--- config.mk ---
export PLATFORM = sky130hd
export DESIGN_NAME = joystick_deadband_demand_mapper
export DESIGN_NICKNAME = d
export VERILOG_FILES = /design/src/rtl/jddm_pkg.sv /design/src/rtl/joystick_deadband_demand_mapper.sv
export SDC_FILE = /design/constraint.sdc
export NUM_CORES = 1
export LEC_CHECK = 0
export BUFFER_PORTS_ARGS = -buffer_cell sky130_fd_sc_hd__buf_4
export CAP_MARGIN = 10
export CORE_UTILIZATION = 40
export DETAILED_ROUTE_END_ITERATION = 10
export SYNTH_ARGS = -nofsm -noshare
export SYNTH_HDL_FRONTEND = slang
export SYNTH_SLANG_ARGS = --single-unit
--- constraint.sdc ---
create_clock -name aclk -period 12.78 [get_ports aclk]
set_clock_uncertainty 0.05 [all_clocks]
set_input_delay 1.278 -clock aclk [delete_from_list [all_inputs] [get_ports aclk]]
set_output_delay 1.278 -clock aclk [all_outputs]
set_load 0.02 [all_outputs]
--- src/rtl/jddm_pkg.sv ---
// ----------------------------------------------------------------------------
// jddm_pkg
// Types and constants shared by the joystick demand mapper and its checker.
// ----------------------------------------------------------------------------
package jddm_pkg;

    localparam int SAMPLE_W = 10;
    localparam int MARGIN_W = 8;
    localparam int DEMAND_W = 12;
    localparam int CFG_ADDR_W = 3;
    localparam int CFG_DATA_W = 12;

    typedef enum logic [CFG_ADDR_W-1:0] {
        CFG_NOMINAL_NEUTRAL = 3'd0,
        CFG_NEUTRAL_MARGIN  = 3'd1,
        CFG_NEUTRAL_DEMAND  = 3'd2,
        CFG_DEMAND_MAX      = 3'd3,
        CFG_DEMAND_MIN      = 3'd4
    } cfg_index_t;

    localparam logic [SAMPLE_W-1:0] RST_NOMINAL_NEUTRAL = 10'd514;
    localparam logic [MARGIN_W-1:0] RST_NEUTRAL_MARGIN  = 8'd16;
    localparam logic [DEMAND_W-1:0] RST_NEUTRAL_DEMAND  = 12'd1115;
    localparam logic [DEMAND_W-1:0] RST_DEMAND_MAX      = 12'd1700;
    localparam logic [DEMAND_W-1:0] RST_DEMAND_MIN      = 12'd520;

    typedef struct packed {
        logic [SAMPLE_W-1:0] speed_sample;
        logic [SAMPLE_W-1:0] direction_sample;
    } sample_pair_t;

    typedef struct packed {
        logic [DEMAND_W-1:0] speed_demand;
        logic [DEMAND_W-1:0] direction_demand;
        logic                calibrated;
    } demand_pair_t;

endpackage

--- src/rtl/joystick_deadband_demand_mapper.sv ---
// ----------------------------------------------------------------------------
// joystick_deadband_demand_mapper
// Latches joystick neutral positions, then maps each sample pair to DAC
// demand codes through a deadband, a 21/8 gain and min/max clamps.
// ----------------------------------------------------------------------------
//  channel  | ports                           | beat
//  ---------+---------------------------------+---------------------------
//  input    | s_valid s_ready s_data          | speed and direction sample
//  result   | m_valid m_ready m_data          | two demand codes, cal flag
//  config   | cfg_we cfg_addr cfg_wdata       | one register write
//
//  two register stages: input register, then result register
//  one beat per cycle while the result is not stalled
//  the mapping and calibration latch sit between the two stages
//  aresetn clears valids, calibration and config registers to defaults
//  a stalled result holds the pipe; s_ready follows back through both stages
// ----------------------------------------------------------------------------
module joystick_deadband_demand_mapper
    import jddm_pkg::*;
(
    input  logic                  aclk,
    input  logic                  aresetn,
    input  logic                  s_valid,
    output logic                  s_ready,
    input  sample_pair_t          s_data,
    output logic                  m_valid,
    input  logic                  m_ready,
    output demand_pair_t          m_data,
    input  logic                  cfg_we,
    input  logic [CFG_ADDR_W-1:0] cfg_addr,
    input  logic [CFG_DATA_W-1:0] cfg_wdata
);

    logic [SAMPLE_W-1:0] nominal_neutral_reg;
    logic [MARGIN_W-1:0] neutral_margin_reg;
    logic [DEMAND_W-1:0] neutral_demand_reg;
    logic [DEMAND_W-1:0] demand_max_reg;
    logic [DEMAND_W-1:0] demand_min_reg;

    logic                in_valid_reg;
    sample_pair_t        in_data_reg;
    logic                out_valid_reg;
    demand_pair_t        out_data_reg;
    demand_pair_t        out_data_next;

    logic                is_cal_reg, is_cal_next;
    logic [SAMPLE_W-1:0] speed_neutral_reg, speed_neutral_next;
    logic [SAMPLE_W-1:0] dir_neutral_reg, dir_neutral_next;

    logic                advance;
    logic                cal_hit;

    function automatic logic in_window(
        input logic [SAMPLE_W-1:0] x,
        input logic [SAMPLE_W-1:0] c,
        input logic [MARGIN_W-1:0] m
    );
        logic [SAMPLE_W:0] x_ext;
        logic [SAMPLE_W:0] c_ext;
        logic [SAMPLE_W:0] m_ext;
        x_ext = {1'b0, x};
        c_ext = {1'b0, c};
        m_ext = {3'b000, m};
        return ((x_ext + m_ext) > c_ext) && (x_ext < (c_ext + m_ext));
    endfunction

    function automatic logic [DEMAND_W-1:0] map_axis(
        input logic [SAMPLE_W-1:0] x,
        input logic [SAMPLE_W-1:0] n,
        input logic [MARGIN_W-1:0] m,
        input logic [DEMAND_W-1:0] base,
        input logic [DEMAND_W-1:0] hi,
        input logic [DEMAND_W-1:0] lo
    );
        logic [SAMPLE_W:0]        x_ext;
        logic [SAMPLE_W:0]        n_ext;
        logic [SAMPLE_W:0]        m_ext;
        logic signed [SAMPLE_W:0] dev;
        logic signed [15:0]       dev_ext;
        logic signed [15:0]       dev21;
        logic signed [16:0]       sum;
        logic signed [16:0]       sum_adj;
        logic signed [13:0]       q;
        logic signed [13:0]       hi_s;
        logic signed [13:0]       lo_s;
        x_ext   = {1'b0, x};
        n_ext   = {1'b0, n};
        m_ext   = {3'b000, m};
        dev     = $signed(x_ext - n_ext);
        dev_ext = {{5{dev[SAMPLE_W]}}, dev};
        if ((x_ext > (n_ext + m_ext)) || ((x_ext + m_ext) < n_ext)) begin
            dev21 = (dev_ext <<< 4) + (dev_ext <<< 2) + dev_ext;
        end else begin
            dev21 = 16'sd0;
        end
        sum     = $signed({2'b00, base, 3'b000}) + $signed({dev21[15], dev21});
        // truncate toward zero
        sum_adj = sum + (sum[16] ? 17'sd7 : 17'sd0);
        q       = $signed(sum_adj[16:3]);
        hi_s    = $signed({2'b00, hi});
        lo_s    = $signed({2'b00, lo});
        if (q > hi_s) begin
            q = hi_s;
        end
        if (q < lo_s) begin
            q = lo_s;
        end
        return q[DEMAND_W-1:0];
    endfunction

    assign advance = in_valid_reg && (!out_valid_reg || m_ready);
    assign s_ready = !in_valid_reg || advance;
    assign m_valid = out_valid_reg;
    assign m_data  = out_data_reg;

    assign cal_hit = in_window(in_data_reg.speed_sample, nominal_neutral_reg,
                               neutral_margin_reg)
                  && in_window(in_data_reg.direction_sample, nominal_neutral_reg,
                               neutral_margin_reg);

    always_comb begin
        is_cal_next        = is_cal_reg;
        speed_neutral_next = speed_neutral_reg;
        dir_neutral_next   = dir_neutral_reg;
        if (!is_cal_reg) begin
            if (cal_hit) begin
                is_cal_next        = 1'b1;
                speed_neutral_next = in_data_reg.speed_sample;
                dir_neutral_next   = in_data_reg.direction_sample;
            end
            out_data_next.speed_demand     = neutral_demand_reg;
            out_data_next.direction_demand = neutral_demand_reg;
            out_data_next.calibrated       = cal_hit;
        end else begin
            out_data_next.speed_demand = map_axis(in_data_reg.speed_sample,
                speed_neutral_reg, neutral_margin_reg, neutral_demand_reg,
                demand_max_reg, demand_min_reg);
            out_data_next.direction_demand = map_axis(in_data_reg.direction_sample,
                dir_neutral_reg, neutral_margin_reg, neutral_demand_reg,
                demand_max_reg, demand_min_reg);
            out_data_next.calibrated = 1'b1;
        end
    end

    always_ff @(posedge aclk) begin
        if (!aresetn) begin
            nominal_neutral_reg <= RST_NOMINAL_NEUTRAL;
            neutral_margin_reg  <= RST_NEUTRAL_MARGIN;
            neutral_demand_reg  <= RST_NEUTRAL_DEMAND;
            demand_max_reg      <= RST_DEMAND_MAX;
            demand_min_reg      <= RST_DEMAND_MIN;
        end else if (cfg_we) begin
            case (cfg_index_t'(cfg_addr))
                CFG_NOMINAL_NEUTRAL: nominal_neutral_reg <= cfg_wdata[SAMPLE_W-1:0];
                CFG_NEUTRAL_MARGIN:  neutral_margin_reg  <= cfg_wdata[MARGIN_W-1:0];
                CFG_NEUTRAL_DEMAND:  neutral_demand_reg  <= cfg_wdata[DEMAND_W-1:0];
                CFG_DEMAND_MAX:      demand_max_reg      <= cfg_wdata[DEMAND_W-1:0];
                CFG_DEMAND_MIN:      demand_min_reg      <= cfg_wdata[DEMAND_W-1:0];
                default: ;
            endcase
        end
    end

    always_ff @(posedge aclk) begin
        if (!aresetn) begin
            in_valid_reg      <= 1'b0;
            out_valid_reg     <= 1'b0;
            is_cal_reg        <= 1'b0;
            speed_neutral_reg <= '0;
            dir_neutral_reg   <= '0;
        end else begin
            if (s_ready) begin
                in_valid_reg <= s_valid;
            end
            if (advance) begin
                out_valid_reg     <= 1'b1;
                is_cal_reg        <= is_cal_next;
                speed_neutral_reg <= speed_neutral_next;
                dir_neutral_reg   <= dir_neutral_next;
            end else if (m_ready) begin
                out_valid_reg <= 1'b0;
            end
        end
    end

    always_ff @(posedge aclk) begin
        if (s_valid && s_ready) begin
            in_data_reg <= s_data;
        end
        if (advance) begin
            out_data_reg <= out_data_next;
        end
    end

endmodule

## Yosys cells after proc, flatten, opt, wreduce, memory -nomap -nowiden

Index checks and enable logic that the tools add are counted.

| cells by class | value |
|---|---|
| equal/unequal tests | 4 |
| reduce and logical (&&, ||, !) cells | 19 |
| magnitude comparators | 12 |
| add/subtract/negate cells | 15 |
| multiplexer cells | 17 |
| bitwise logic cells | 1 |

Operator list:

| kind | count |
|---|---|
| 2-to-1 mux 16 bit | 4 |
| 2-to-1 mux 14 bit | 4 |
| adder 10 x 8 -> 11 bit | 5 |
| adder 16 x 16 -> 17 bit | 2 |
| adder 17 x 4 -> 17 bit | 2 |
| adder 15 x 13 -> 16 bit | 2 |
| adder 16 x 11 -> 16 bit | 2 |
| > comparator 14 x 13 -> 1 bit | 2 |
| less-than comparator 14 x 13 -> 1 bit | 2 |
| 2-to-1 mux 25 bit | 1 |
| 2-to-1 mux 12 bit | 2 |
| > comparator 10 x 11 -> 1 bit | 2 |
| > comparator 11 x 10 -> 1 bit | 2 |
| less-than comparator 10 x 11 -> 1 bit | 2 |
| less-than comparator 11 x 10 -> 1 bit | 2 |
| subtractor 10 x 10 -> 11 bit | 2 |
| AND reduction 2 bit | 5 |
| == test 3 x 2 -> 1 bit (second input constant) | 2 |
| 2-to-1 mux 3 bit | 2 |
| logical AND 1 bit | 5 |
| logical OR 1 bit | 4 |
| 2-to-1 mux 1 bit | 4 |
| == test 3 x 1 -> 1 bit (second input constant) | 1 |
| == test 3 bit (second input constant) | 1 |
| 5 further kinds | 6 |

| storage, ports and cells | value |
|---|---|
| output and inout port bits | 27 |
| input port bits | 40 |
| word-level logic and storage cells | 83 |
| register bits | 122 |

## Logic depth before layout (Yosys ltp)

Gate-level depths: netlist of run 1.

| logic depth | value |
|---|---|
| depth in word-level cells | 14 |
| depth in mapped cells | 53 |
| mapped depth without buffers | 51 |

## Least setup slack after synthesis of run 1

OpenSTA, ideal clock, no wires.

| timing path | value |
|---|---|
| path type | register -> register |
| start | register in_data_reg[1] (netlist bit) |
| end | register out_data_reg (netlist bit m_data[10]) (data pin) |
| clock period less this slack | 10048 ps |
| library setup time | 261 ps |
| setup slack | 2732 ps |
| required time | 12469 ps |
| stages on the path, launching flop included | 46 |
| data arrival time | 9738 ps |
| buffers on the path | 2 |
| path through | edfxtp_1 > ha_1 > nor2b_1 > o21ai_0 > a21boi_0 > o21ai_0 > nand2_1 > xor2_1 > fa_1 > ha_1 > a21oi_1 > o21bai_1 > a21oi_1 > o21bai_1 > a21oi_1 > o21ai_0 > a21oi_1 > nor4bb_1 > [10 not listed] > nor2b_1 > o21ai_0 > nand2b_1 > a2111oi_0 > o22ai_1 > or3_4 > nand2_1 > buf_4 > mux2_2 > ha_1 > a21o_1 > a21oi_1 > nor2b_1 > a2111oi_0 > o2111ai_2 > and2_1 > buf_6 > o311a_1 |

RTL lines:

| what | line | RTL |
|---|---|---|
| start: declaration | joystick_deadband_demand_mapper.sv:41 | `sample_pair_t in_data_reg;` |
| start signal: assignment | joystick_deadband_demand_mapper.sv:188 | `in_data_reg <= s_data;` |
| end signal: assignment | joystick_deadband_demand_mapper.sv:191 | `out_data_reg <= out_data_next;` |
| end: declaration | joystick_deadband_demand_mapper.sv:43 | `demand_pair_t out_data_reg;` |

==> results of run 1 <==
-- power by group through the flow --
stage	clock, mW	sequential (mW)	combinational [mW]
6_report	0.502	0.437	2.00
5_1_grt	0.525	0.439	2.24
4_1_cts	0.510	0.437	1.99
3_5_place_dp	0	0.446	1.97
3_3_place_gp	0	0.446	1.96
2_1_floorplan	0	0.439	1.57
-- layout make-up --
cell class,count,area [um2],area share
Multi-Input combinational cell,1333,10100,0.669
Sequential cell,122,2890,0.191
Tap cell,448,561,0.0371
Timing Repair Buffer,68,510,0.0338
Clock buffer,20,479,0.0317
Inverter,114,428,0.0283
Clock inverter,12,126,0.00836
Antenna cell,1,2.50,0.000166
-- metal layers --
metal  track usage  vias to the layer above  part of all wire
li1              -                     5913                 -
met1         0.286                     5471              0.45
met2         0.387                      262              0.47
met3        0.0317                       74             0.041
met4        0.0951                        0             0.036
met5             0                        -                 0
-- cells by family (layout without fill, tap and decap cells) --
family,count (synthesis),in the layout
simple gates,501,501
compound gates,417,417
fa+ha+maj,260,260
buf+inv,150,214
flops,122,122
xor+xnor,111,111
mux,44,44
other cells,0,1
-- what timing repair did --
action / 4_1_cts / 5_1_grt
endpoints found under the setup margin: 0 / 10
buffers inserted: 0 / 0
resized for setup: 0 / 2
-- layout by cell type (no fill, tap or decap), types with 23 or more instances in the layout --
| cell type | netlist | layout |
|---|---|---|
| sky130_fd_sc_hd__dfxtp_1 | 77 | 77 |
| sky130_fd_sc_hd__nand4_1 | 23 | 23 |
| sky130_fd_sc_hd__nor3_1 | 29 | 28 |
| sky130_fd_sc_hd__xnor2_1 | 69 | 69 |
| sky130_fd_sc_hd__o21ai_0 | 72 | 72 |
| sky130_fd_sc_hd__o211ai_1 | 26 | 26 |
| sky130_fd_sc_hd__inv_1 | 114 | 114 |
| sky130_fd_sc_hd__a21o_1 | 42 | 42 |
| sky130_fd_sc_hd__xor2_1 | 42 | 41 |
| sky130_fd_sc_hd__mux2i_1 | 25 | 25 |
| sky130_fd_sc_hd__nand2_1 | 213 | 213 |
| sky130_fd_sc_hd__nor2b_1 | 27 | 27 |
| sky130_fd_sc_hd__edfxtp_1 | 45 | 45 |
| sky130_fd_sc_hd__a21boi_0 | 43 | 43 |
| sky130_fd_sc_hd__buf_4 | 2 | 68 |
| sky130_fd_sc_hd__a21oi_1 | 97 | 97 |
| sky130_fd_sc_hd__nand3_1 | 33 | 33 |
| sky130_fd_sc_hd__nor2_1 | 83 | 83 |
| sky130_fd_sc_hd__ha_1 | 242 | 242 |
| sky130_fd_sc_hd__o21a_1 | 29 | 29 |
-- final timing paths --
| path | start | to | slack, ns | cells past startpoint |
|---|---|---|---|---|
| max | in_data_reg[0] | m_data[11] | 0.81 | 45 |
| min | demand_min_reg[7] | demand_min_reg[7] | 0.42 | 2 |
| max reg2reg | in_data_reg[0] | m_data[11] | 0.81 | 45 |
| min reg2reg | demand_min_reg[7] | demand_min_reg[7] | 0.42 | 2 |
-- critical path: cells and delay by family (launching register included) --
kind / cells / cell delay (ns)
AND/OR/NAND/NOR: 13 / 2.77
adder cells (fa/ha/maj): 7 / 2.38
XOR/XNOR: 2 / 0.60
AO/OA/AOI/OAI: 20 / 4.82
multiplexers: 1 / 0.42
buffers and inverters: 2 / 0.18
flip-flops: 1 / 0.48
-- stage by stage --
stage	cells	setup slack, ns	cell area, um2	total power, mW
2_1_floorplan	1605	2.73	13600	2.00
3_5_place_dp	2085	0.578	14500	2.42
6_report	2118	0.814	15100	2.94
3_3_place_gp	2085	0.654	14500	2.40
5_1_grt	2117	0.0669	15100	3.20
4_1_cts	2117	0.521	15100	2.94
==> results by group, run 1 <==
Yosys
  • Fraction of synthesized area in multiplexers: 0.0342
  • Number of flops mapped to enable cells by yosys: 45
  • Share of synthesized area occupied by flip-flops and latches: 0.213
  • Area fraction in and, or, nand and nor cells after synthesis: 0.177
  • Flops & latches, synth: 122
  • Most frequent cell after synthesis: sky130_fd_sc_hd__ha_1
  • Area share of the largest cell type after synthesis: 0.223
  • Parity-gate share of the synthesized area counting xor and xnor cells: 0.0716
  • Area fraction in compound gates after synthesis: 0.212
  • Count of mapped cells out of synthesis: 1,605
  • Area of the mapped netlist: 13,600 um2
  • Count of distinct cell types in the synthesized netlist: 81
  • Dominant cell type by area after synthesis: sky130_fd_sc_hd__ha_1
  • Net Count, Synth: 1,905
  • Warnings from Yosys: 0
  • Main synth FF type: sky130_fd_sc_hd__dfxtp_1
  • Fraction of registers with async set or reset after synthesis: 0
  • Arithmetic-cell share of the synthesized area counting full adders, half adders and majority gates: 0.250
  • Commonest cells in the synthesized netlist: sky130_fd_sc_hd__ha_1 (242), sky130_fd_sc_hd__nand2_1 (213), sky130_fd_sc_hd__inv_1 (114), sky130_fd_sc_hd__a21oi_1 (97), sky130_fd_sc_hd__nor2_1 (83)
  • Combinational family with the most area after synthesis: adder cells
  • Top cells by area, synth: sky130_fd_sc_hd__ha_1 (22%), sky130_fd_sc_hd__dfxtp_1 (11%), sky130_fd_sc_hd__edfxtp_1 (10%), sky130_fd_sc_hd__nand2_1 (5.9%), sky130_fd_sc_hd__xnor2_1 (4.5%)
  • Post-Syn Area per Cell: 8.46 um2

STA
  • Transition time at the pin with the least slew margin: 1.11 ns
  • Number of hold violations in the final report: 0
  • Fin Setup TNS: 0 ns
  • Shortest clock period the worst path allows after layout: 11.97 ns
  • Final slew viol count: 0
  • Maximum frequency from static timing analysis: 0.0836 GHz
  • Minimum hold slack: 0.421 ns
  • Unrepaired setup endpoints after global routing: no
  • Final number of setup-violating endpoints: 0
  • Worst slew margin: 0.255
  • Fraction of the cycle the final worst path needs: 0.936

Finish
  • Total of fill cells in the finished design: 3,265
  • Number of flip-flops in the largest register: 25
  • Core Util, Final: 0.452
  • Total Nets Final: 1,956
  • Fraction of final layout cells with drive strength greater than 1: 0.0899
  • Syn-to-layout area delta: 11.3%

Clock tree
  • CTS clk-pin slew, worst paths: 0.06 ns
  • CTS root buffer: sky130_fd_sc_hd__clkbuf_16
  • TritonCTS clock tree: yes
  • Number of buffers inserted during clock tree synthesis: 17
  • H-tree depth reported by CTS: 4
  • Hold bufs inserted after CTS: 0
  • Clock Tree Buf Depth: 2
  • Clock latency on the worst-skew pair: 0.44 ns
  • Clock Sinks: 122

Floorplanning
  • Core area: 33,400 um2
  • Floorplan die width: 186 um
  • I/O Pins: 67
  • Effective utilization at floorplan: 0.406
  • Height of the die: 186 um
  • Area of the die: 34,700 um2
  • Number of standard-cell rows in the floorplan: 67

Drt
  • Antenna violation net count after detailed routing: 0
  • Detailed-route wire length per cell: 18.2 um
  • Initial DRT Pass Iterations: 7
  • Via Count: 11,720
  • Residual DRC: 0
  • Via density per instance: 5.53
  • Starting DRC count in detailed routing: 713
  • Final Routed Wirelength: 38.5 mm

Placement
  • HPWL after detailed placement: 31.2 mm
  • Number of port buffers: 66
  • Placer Congestion: 0.901

Worst setup path
  • Critical Path Source Type: flop
  • Top fanout value on the critical path: 13
  • Slowest cell delay on critical path: 0.60 ns
  • Worst EP required: 12.91 ns
  • Cell occurring most often along the worst timing path: sky130_fd_sc_hd__a21oi_1
  • Slowest stage cell on the critical path: sky130_fd_sc_hd__a2111oi_1
  • Worst Path Arrival: 12.10 ns
  • Endpoint type of the worst setup path: flop
  • Critical path start-end classification: flop to flop

Global route
  • Antenna violations before repair: 0
  • Pin count of the biggest net entering global routing: 98
  • Number of global-route vias before repair: 11,228
  • All-Layer GR Usage: 0.227
  • GRT overflow: 0
  • First-pass GRT wire length: 60.1 mm

Pwr
  • Power Internal: 1.56 mW
  • Power spent charging and discharging nets: 1.38 mW
  • Clock network power share: 0.170
  • Ratio of total power to cell area: 195 nW/um2
  • Combinational share of power: 0.681
  • Leakage: 6.31 nW
  • Switching fraction of total power: 0.469
  • Maximum vdd drop: 103 uV
  • Seq pwr share: 0.149

Status
  • Result of the run: finished, final reports clean

Worst hold path
  • Worst hold-check path type: flop to flop

Job
  • Max-cap violation count: 0
(Power assumes the default switching activity.)
==> run 2: changes to the inputs <==
- CTS_BUF_LIST: unset -> sky130_fd_sc_hd__clkbuf_4
- clock period: 12.78 -> 11.4 ns (I/O delays scaled with it)
==> results by group, run 2 (synthesized netlist as in run 1, its figures left out) <==
Finish
  • Fraction of final layout cells with drive strength greater than 1: 0.118
  • Commonest cells after routing, fill and taps aside: sky130_fd_sc_hd__ha_1 (242), sky130_fd_sc_hd__nand2_1 (212), sky130_fd_sc_hd__inv_1 (114), sky130_fd_sc_hd__buf_4 (97), sky130_fd_sc_hd__a21oi_1 (93)
  • Most common cell after layout, fill and taps aside: sky130_fd_sc_hd__ha_1
  • Total Nets Final: 1,986
  • Number of diodes: 0
  • Total of fill cells in the finished design: 3,329
  • Area of all sequential standard cells: 2890 um2
  • Number of flip-flops in the largest register: 25
  • Non-Filler Instances: 2,147
  • Syn-to-layout area delta: 12.0%
  • Area of the multi-input gates: 10,200 um2

Worst setup path
  • Slowest stage cell on the critical path: sky130_fd_sc_hd__fa_1
  • Endpoint type of the worst setup path: flop
  • Worst Path Arrival: 10.96 ns
  • Critical Path End: m_data[11]
  • Cell occurring most often along the worst timing path: sky130_fd_sc_hd__a21oi_1
  • Setup crit start: in_data_reg[0]
  • Top fanout value on the critical path: 14
  • Endpoint of the lowest-slack register-to-register path: m_data[11]
  • Reg2reg path depth: 51
  • R2r startpoint: in_data_reg[0]
  • Register-to-register setup slack: 0.74 ns
  • Slowest cell delay on critical path: 0.61 ns
  • Critical path start-end classification: flop to flop
  • Critical Path Source Type: flop
  • Worst EP required: 11.69 ns

Pwr
  • Sum of internal, switching and leakage power: 3.26 mW
  • Maximum vdd drop: 103 uV
  • Leakage: 6.39 nW
  • Ratio of total power to cell area: 214 nW/um2
  • Power Internal: 1.65 mW
  • Clock network power share: 0.121
  • Power spent charging and discharging nets: 1.60 mW
  • Seq pwr share: 0.150
  • Switching fraction of total power: 0.492
  • Combinational share of power: 0.729

Placement
  • Total placed cells including tap cells: 2,101
  • Setup slack at placement: -0.537 ns
  • Number of port buffers: 66
  • Placer Congestion: 0.952
  • HPWL after detailed placement: 31.6 mm

STA
  • Maximum frequency from static timing analysis: 0.0938 GHz
  • Final Worst Setup Slack: 0.739 ns
  • Final number of setup-violating endpoints: 0
  • Worst slew margin: 0.338
  • Fraction of the cycle the final worst path needs: 0.935
  • Final slew viol count: 0
  • Number of hold violations in the final report: 0
  • Fin Setup TNS: 0 ns
  • Shortest clock period the worst path allows after layout: 10.66 ns
  • Transition time at the pin with the least slew margin: 0.992 ns

Status
  • Result of the run: finished, final reports clean

Global route
  • Number of global-route vias before repair: 11,180
  • First-pass GRT wire length: 60.4 mm
  • All-Layer GR Usage: 0.229
  • Pin count of the biggest net entering global routing: 98
  • GRT overflow: 0
  • Antenna violations before repair: 0

Floorplanning
  • Number of standard-cell rows in the floorplan: 67
  • Height of the die: 186 um
  • I/O Pins: 67
  • Area of the die: 34,700 um2
  • Effective utilization at floorplan: 0.406
  • Core area: 33,400 um2
  • Floorplan die width: 186 um

Drt
  • Initial DRT Pass Iterations: 6
  • Residual DRC: 0
  • Via Count: 11,816
  • Antenna violation net count after detailed routing: 0
  • Via density per instance: 5.50
  • Final Routed Wirelength: 39.3 mm
  • Starting DRC count in detailed routing: 635
  • Detailed-route wire length per cell: 18.3 um

Clock tree
  • Hold bufs inserted after CTS: 0
  • Number of buffers inserted during clock tree synthesis: 17
  • H-tree depth reported by CTS: 4
  • CTS clk-pin slew, worst paths: 0.13 ns
  • TritonCTS clock tree: yes
  • CTS root buffer: sky130_fd_sc_hd__clkbuf_4
  • Clock Sinks: 122
  • Clock latency on the worst-skew pair: 0.60 ns
  • Clock Tree Buf Depth: 2

Worst hold path
  • Hold depth: 2
  • Worst hold-check path type: flop to flop

Job
  • Max-cap violation count: 0
==> run 2: worst max-delay path, delay by kind of cell, from the launching register on <==
family,cells,cell delay (ns)
xor+xnor,2,0.49
buf+inv,5,0.60
compound gates,22,3.90
flops,1,0.48
simple gates,14,2.20
fa+ha+maj,7,2.40
mux,1,0.28
==> run 2: how the worst min path moves through the flow <==
stage	from	end	slack, ns
3_3_place_gp	dir_neutral_reg[6]	dir_neutral_reg[6]	0.41
6_report	demand_min_reg[7]	demand_min_reg[7]	0.43
3_5_place_dp	demand_min_reg[7]	demand_min_reg[7]	0.42
2_1_floorplan	demand_min_reg[7]	demand_min_reg[7]	0.39
5_1_grt	speed_neutral_reg[7]	speed_neutral_reg[7]	0.47
4_1_cts	demand_min_reg[7]	demand_min_reg[7]	0.44
==> run 2: power groups by stage <==
| stage | Clock, mW | Combinational [mW] | Sequential, mW |
|---|---|---|---|
| after floorplan | 0 | 1.76 | 0.492 |
| after global placement | 0 | 2.23 | 0.498 |
| after detailed placement | 0 | 2.24 | 0.498 |
| after CTS | 0.401 | 2.27 | 0.489 |
| after global routing | 0.416 | 2.63 | 0.490 |
| final | 0.394 | 2.38 | 0.488 |
==> run 2: layout make-up <==
type                            instances  share of cell area
Clock buffer                           17             0.00840
Clock inverter                         15              0.0145
Inverter                              114              0.0282
Multi-Input combinational cell       1334               0.674
Sequential cell                       122               0.190
Tap cell                              448              0.0369
Timing Repair Buffer                   97              0.0479
==> run 2: per-stage QoR <==
step                hold slack, ns  cell area [um2]  utilization
finish                       0.433            15200        0.454
floorplan                    0.393            13600            -
global placement             0.411            14600        0.437
CTS                          0.437            15000        0.448
detailed placement           0.418            14600        0.437
global route                 0.466            15200        0.454
==> run 2: timing repair <==
action,in CTS,in global routing
cloned,0,1
endpoints found under the hold margin,0,0
buffers inserted,0,13
endpoints found under the setup margin,12,24
pin swaps,0,4
resized for setup,6,25
==> run 2: routing by layer <==
layer	GRT usage	part of all wire	vias to the layer above
li1	-	-	5968
met1	0.291	0.45	5474
met2	0.390	0.47	296
met3	0.0364	0.046	78
met4	0.0869	0.034	0
met5	0	0	-
==> run 3: changes to the inputs <==
- PLACE_DENSITY: unset -> 0.6
- SKIP_CTS_REPAIR_TIMING: unset -> 1
- clock period: 11.4 -> 13.3 ns (I/O delays scaled with it)
==> results by group, run 3 (synthesized netlist as in run 1, its figures left out) <==
Worst setup path
  • Critical path buffers and inverters: 0
  • Critical path start-end classification: flop to flop
  • Critical Path Source Type: flop
  • Cell occurring most often along the worst timing path: sky130_fd_sc_hd__a21oi_1
  • Endpoint type of the worst setup path: flop
  • Critical path's top delay family: compound AO/OA/AOI/OAI gates
  • Slowest cell delay on critical path: 0.63 ns
  • Slowest stage cell on the critical path: sky130_fd_sc_hd__a2111oi_0
  • Worst Path Arrival: 12.00 ns
  • Worst EP required: 13.61 ns
  • Top fanout value on the critical path: 13

Finish
  • Area of all sequential standard cells: 2890 um2
  • Fraction of final layout cells with drive strength greater than 1: 0.0898
  • Area of the multi-input gates: 10,100 um2
  • Commonest cells after routing, fill and taps aside: sky130_fd_sc_hd__ha_1 (242), sky130_fd_sc_hd__nand2_1 (213), sky130_fd_sc_hd__inv_1 (114), sky130_fd_sc_hd__a21oi_1 (97), sky130_fd_sc_hd__nor2_1 (83)
  • Most common cell after layout, fill and taps aside: sky130_fd_sc_hd__ha_1
  • Total of fill cells in the finished design: 3,352
  • Number of flip-flops in the largest register: 25
  • Syn-to-layout area delta: 9.18%
  • Total Nets Final: 1,957

Floorplanning
  • Height of the die: 186 um
  • Floorplan die width: 186 um
  • Area of the die: 34,700 um2
  • I/O Pins: 67
  • Core area: 33,400 um2
  • Effective utilization at floorplan: 0.406
  • Number of standard-cell rows in the floorplan: 67

Global route
  • Antenna violations before repair: 1
  • Pin count of the biggest net entering global routing: 98
  • All-Layer GR Usage: 0.224
  • First-pass GRT wire length: 59.4 mm
  • GRT overflow: 0
  • Number of global-route vias before repair: 11,100

Clock tree
  • Clock Sinks: 122
  • Clock Tree Buf Depth: 2
  • Clock latency on the worst-skew pair: 0.61 ns
  • CTS clk-pin slew, worst paths: 0.14 ns
  • Number of buffers inserted during clock tree synthesis: 17
  • H-tree depth reported by CTS: 4
  • TritonCTS clock tree: yes
  • CTS root buffer: sky130_fd_sc_hd__clkbuf_4

Drt
  • Final Routed Wirelength: 38.1 mm
  • Initial DRT Pass Iterations: 6
  • Starting DRC count in detailed routing: 596
  • Via density per instance: 5.52
  • Via Count: 11,698
  • Detailed-route wire length per cell: 18.0 um
  • Residual DRC: 0
  • Antenna violation net count after detailed routing: 0

Pwr
  • Power spent charging and discharging nets: 1.31 mW
  • Clock network power share: 0.117
  • Maximum vdd drop: 80.5 uV
  • Power Internal: 1.36 mW
  • Combinational share of power: 0.726
  • Leakage: 6.20 nW
  • Ratio of total power to cell area: 180 nW/um2
  • Switching fraction of total power: 0.491
  • Seq pwr share: 0.157

STA
  • Final slew viol count: 0
  • Fraction of the cycle the final worst path needs: 0.879
  • Maximum frequency from static timing analysis: 0.0856 GHz
  • Shortest clock period the worst path allows after layout: 11.69 ns
  • Number of hold violations in the final report: 0
  • Minimum hold slack: 0.430 ns
  • Final Worst Setup Slack: 1.61 ns
  • Transition time at the pin with the least slew margin: 1.07 ns
  • Unrepaired setup endpoints after global routing: no
  • Worst slew margin: 0.285
  • Final number of setup-violating endpoints: 0
  • Fin Setup TNS: 0 ns

Job
  • Max-cap violation count: 0

Status
  • Result of the run: finished, final reports clean

Placement
  • Number of port buffers: 66
  • HPWL after detailed placement: 31.0 mm
  • Placer Congestion: 0.909
  • Setup slack at placement: 1.70 ns

Worst hold path
  • Worst hold-check path type: flop to flop
run 3: cell count changes in the layout (fill, tap and decap cells not counted), moves of 3 or more:
cell,before,now
sky130_fd_sc_hd__buf_4,97,69
sky130_fd_sc_hd__inv_8,8,1
sky130_fd_sc_hd__inv_6,2,7
sky130_fd_sc_hd__a21oi_1,93,97
sky130_fd_sc_hd__a21oi_2,4,0
sky130_fd_sc_hd__nor2_1,80,83
run 3: final cells by class:
type / instances / area share
clock buffer: 17 / 0.00861
multi-input combinational: 1333 / 0.682
timing repair buffer: 69 / 0.0350
sequential: 122 / 0.195
tap: 448 / 0.0378
clock inverter: 15 / 0.0126
antenna: 1 / 0.000169
inverter: 114 / 0.0289
run 3: worst min-delay path, stage by stage, from the launching register on:
cell and delay [ns]:
sky130_fd_sc_hd__dfxtp_1 0.34, sky130_fd_sc_hd__nand2_1 0.05, sky130_fd_sc_hd__a21boi_0 0.06
run 3: path summary, 6_finish.rpt:
kind,from,endpoint,slack (ns),cells after the start
min reg2reg,demand_min_reg[7],demand_min_reg[7],0.43,2
min,demand_min_reg[7],demand_min_reg[7],0.43,2
max reg2reg,in_data_reg[1],m_data[11],1.61,43
max,in_data_reg[1],m_data[11],1.61,43
run 3: power by group through the flow:
| stage | sequential, mW | clock [mW] | combinational, mW |
|---|---|---|---|
| finish | 0.419 | 0.311 | 1.93 |
| CTS | 0.420 | 0.318 | 1.92 |
| global placement | 0.428 | 0 | 1.88 |
| detailed placement | 0.428 | 0 | 1.90 |
| floorplan | 0.422 | 0 | 1.50 |
| global route | 0.421 | 0.332 | 2.16 |
run 3: per-layer routing:
| layer | vias to the layer above | global-route usage | routed length (um) | share of wire |
|---|---|---|---|---|
| met4 | 0 | 0.0675 | 903 | 0.024 |
| met5 | - | 0 | 0 | 0 |
| met2 | 250 | 0.389 | 18200 | 0.48 |
| li1 | 5915 | - | - | - |
| met1 | 5479 | 0.289 | 17700 | 0.46 |
| met3 | 54 | 0.0288 | 1350 | 0.035 |
run 3: metrics by stage:
stage | util | std cells | power (mW) | instance area (um2)
detailed placement | 0.434 | 2086 | 2.33 | 14500
global placement | 0.434 | 2086 | 2.31 | 14500
finish | 0.443 | 2119 | 2.66 | 14800
floorplan | - | 1605 | 1.93 | 13600
global route | 0.443 | 2119 | 2.92 | 14800
CTS | 0.443 | 2118 | 2.65 | 14800
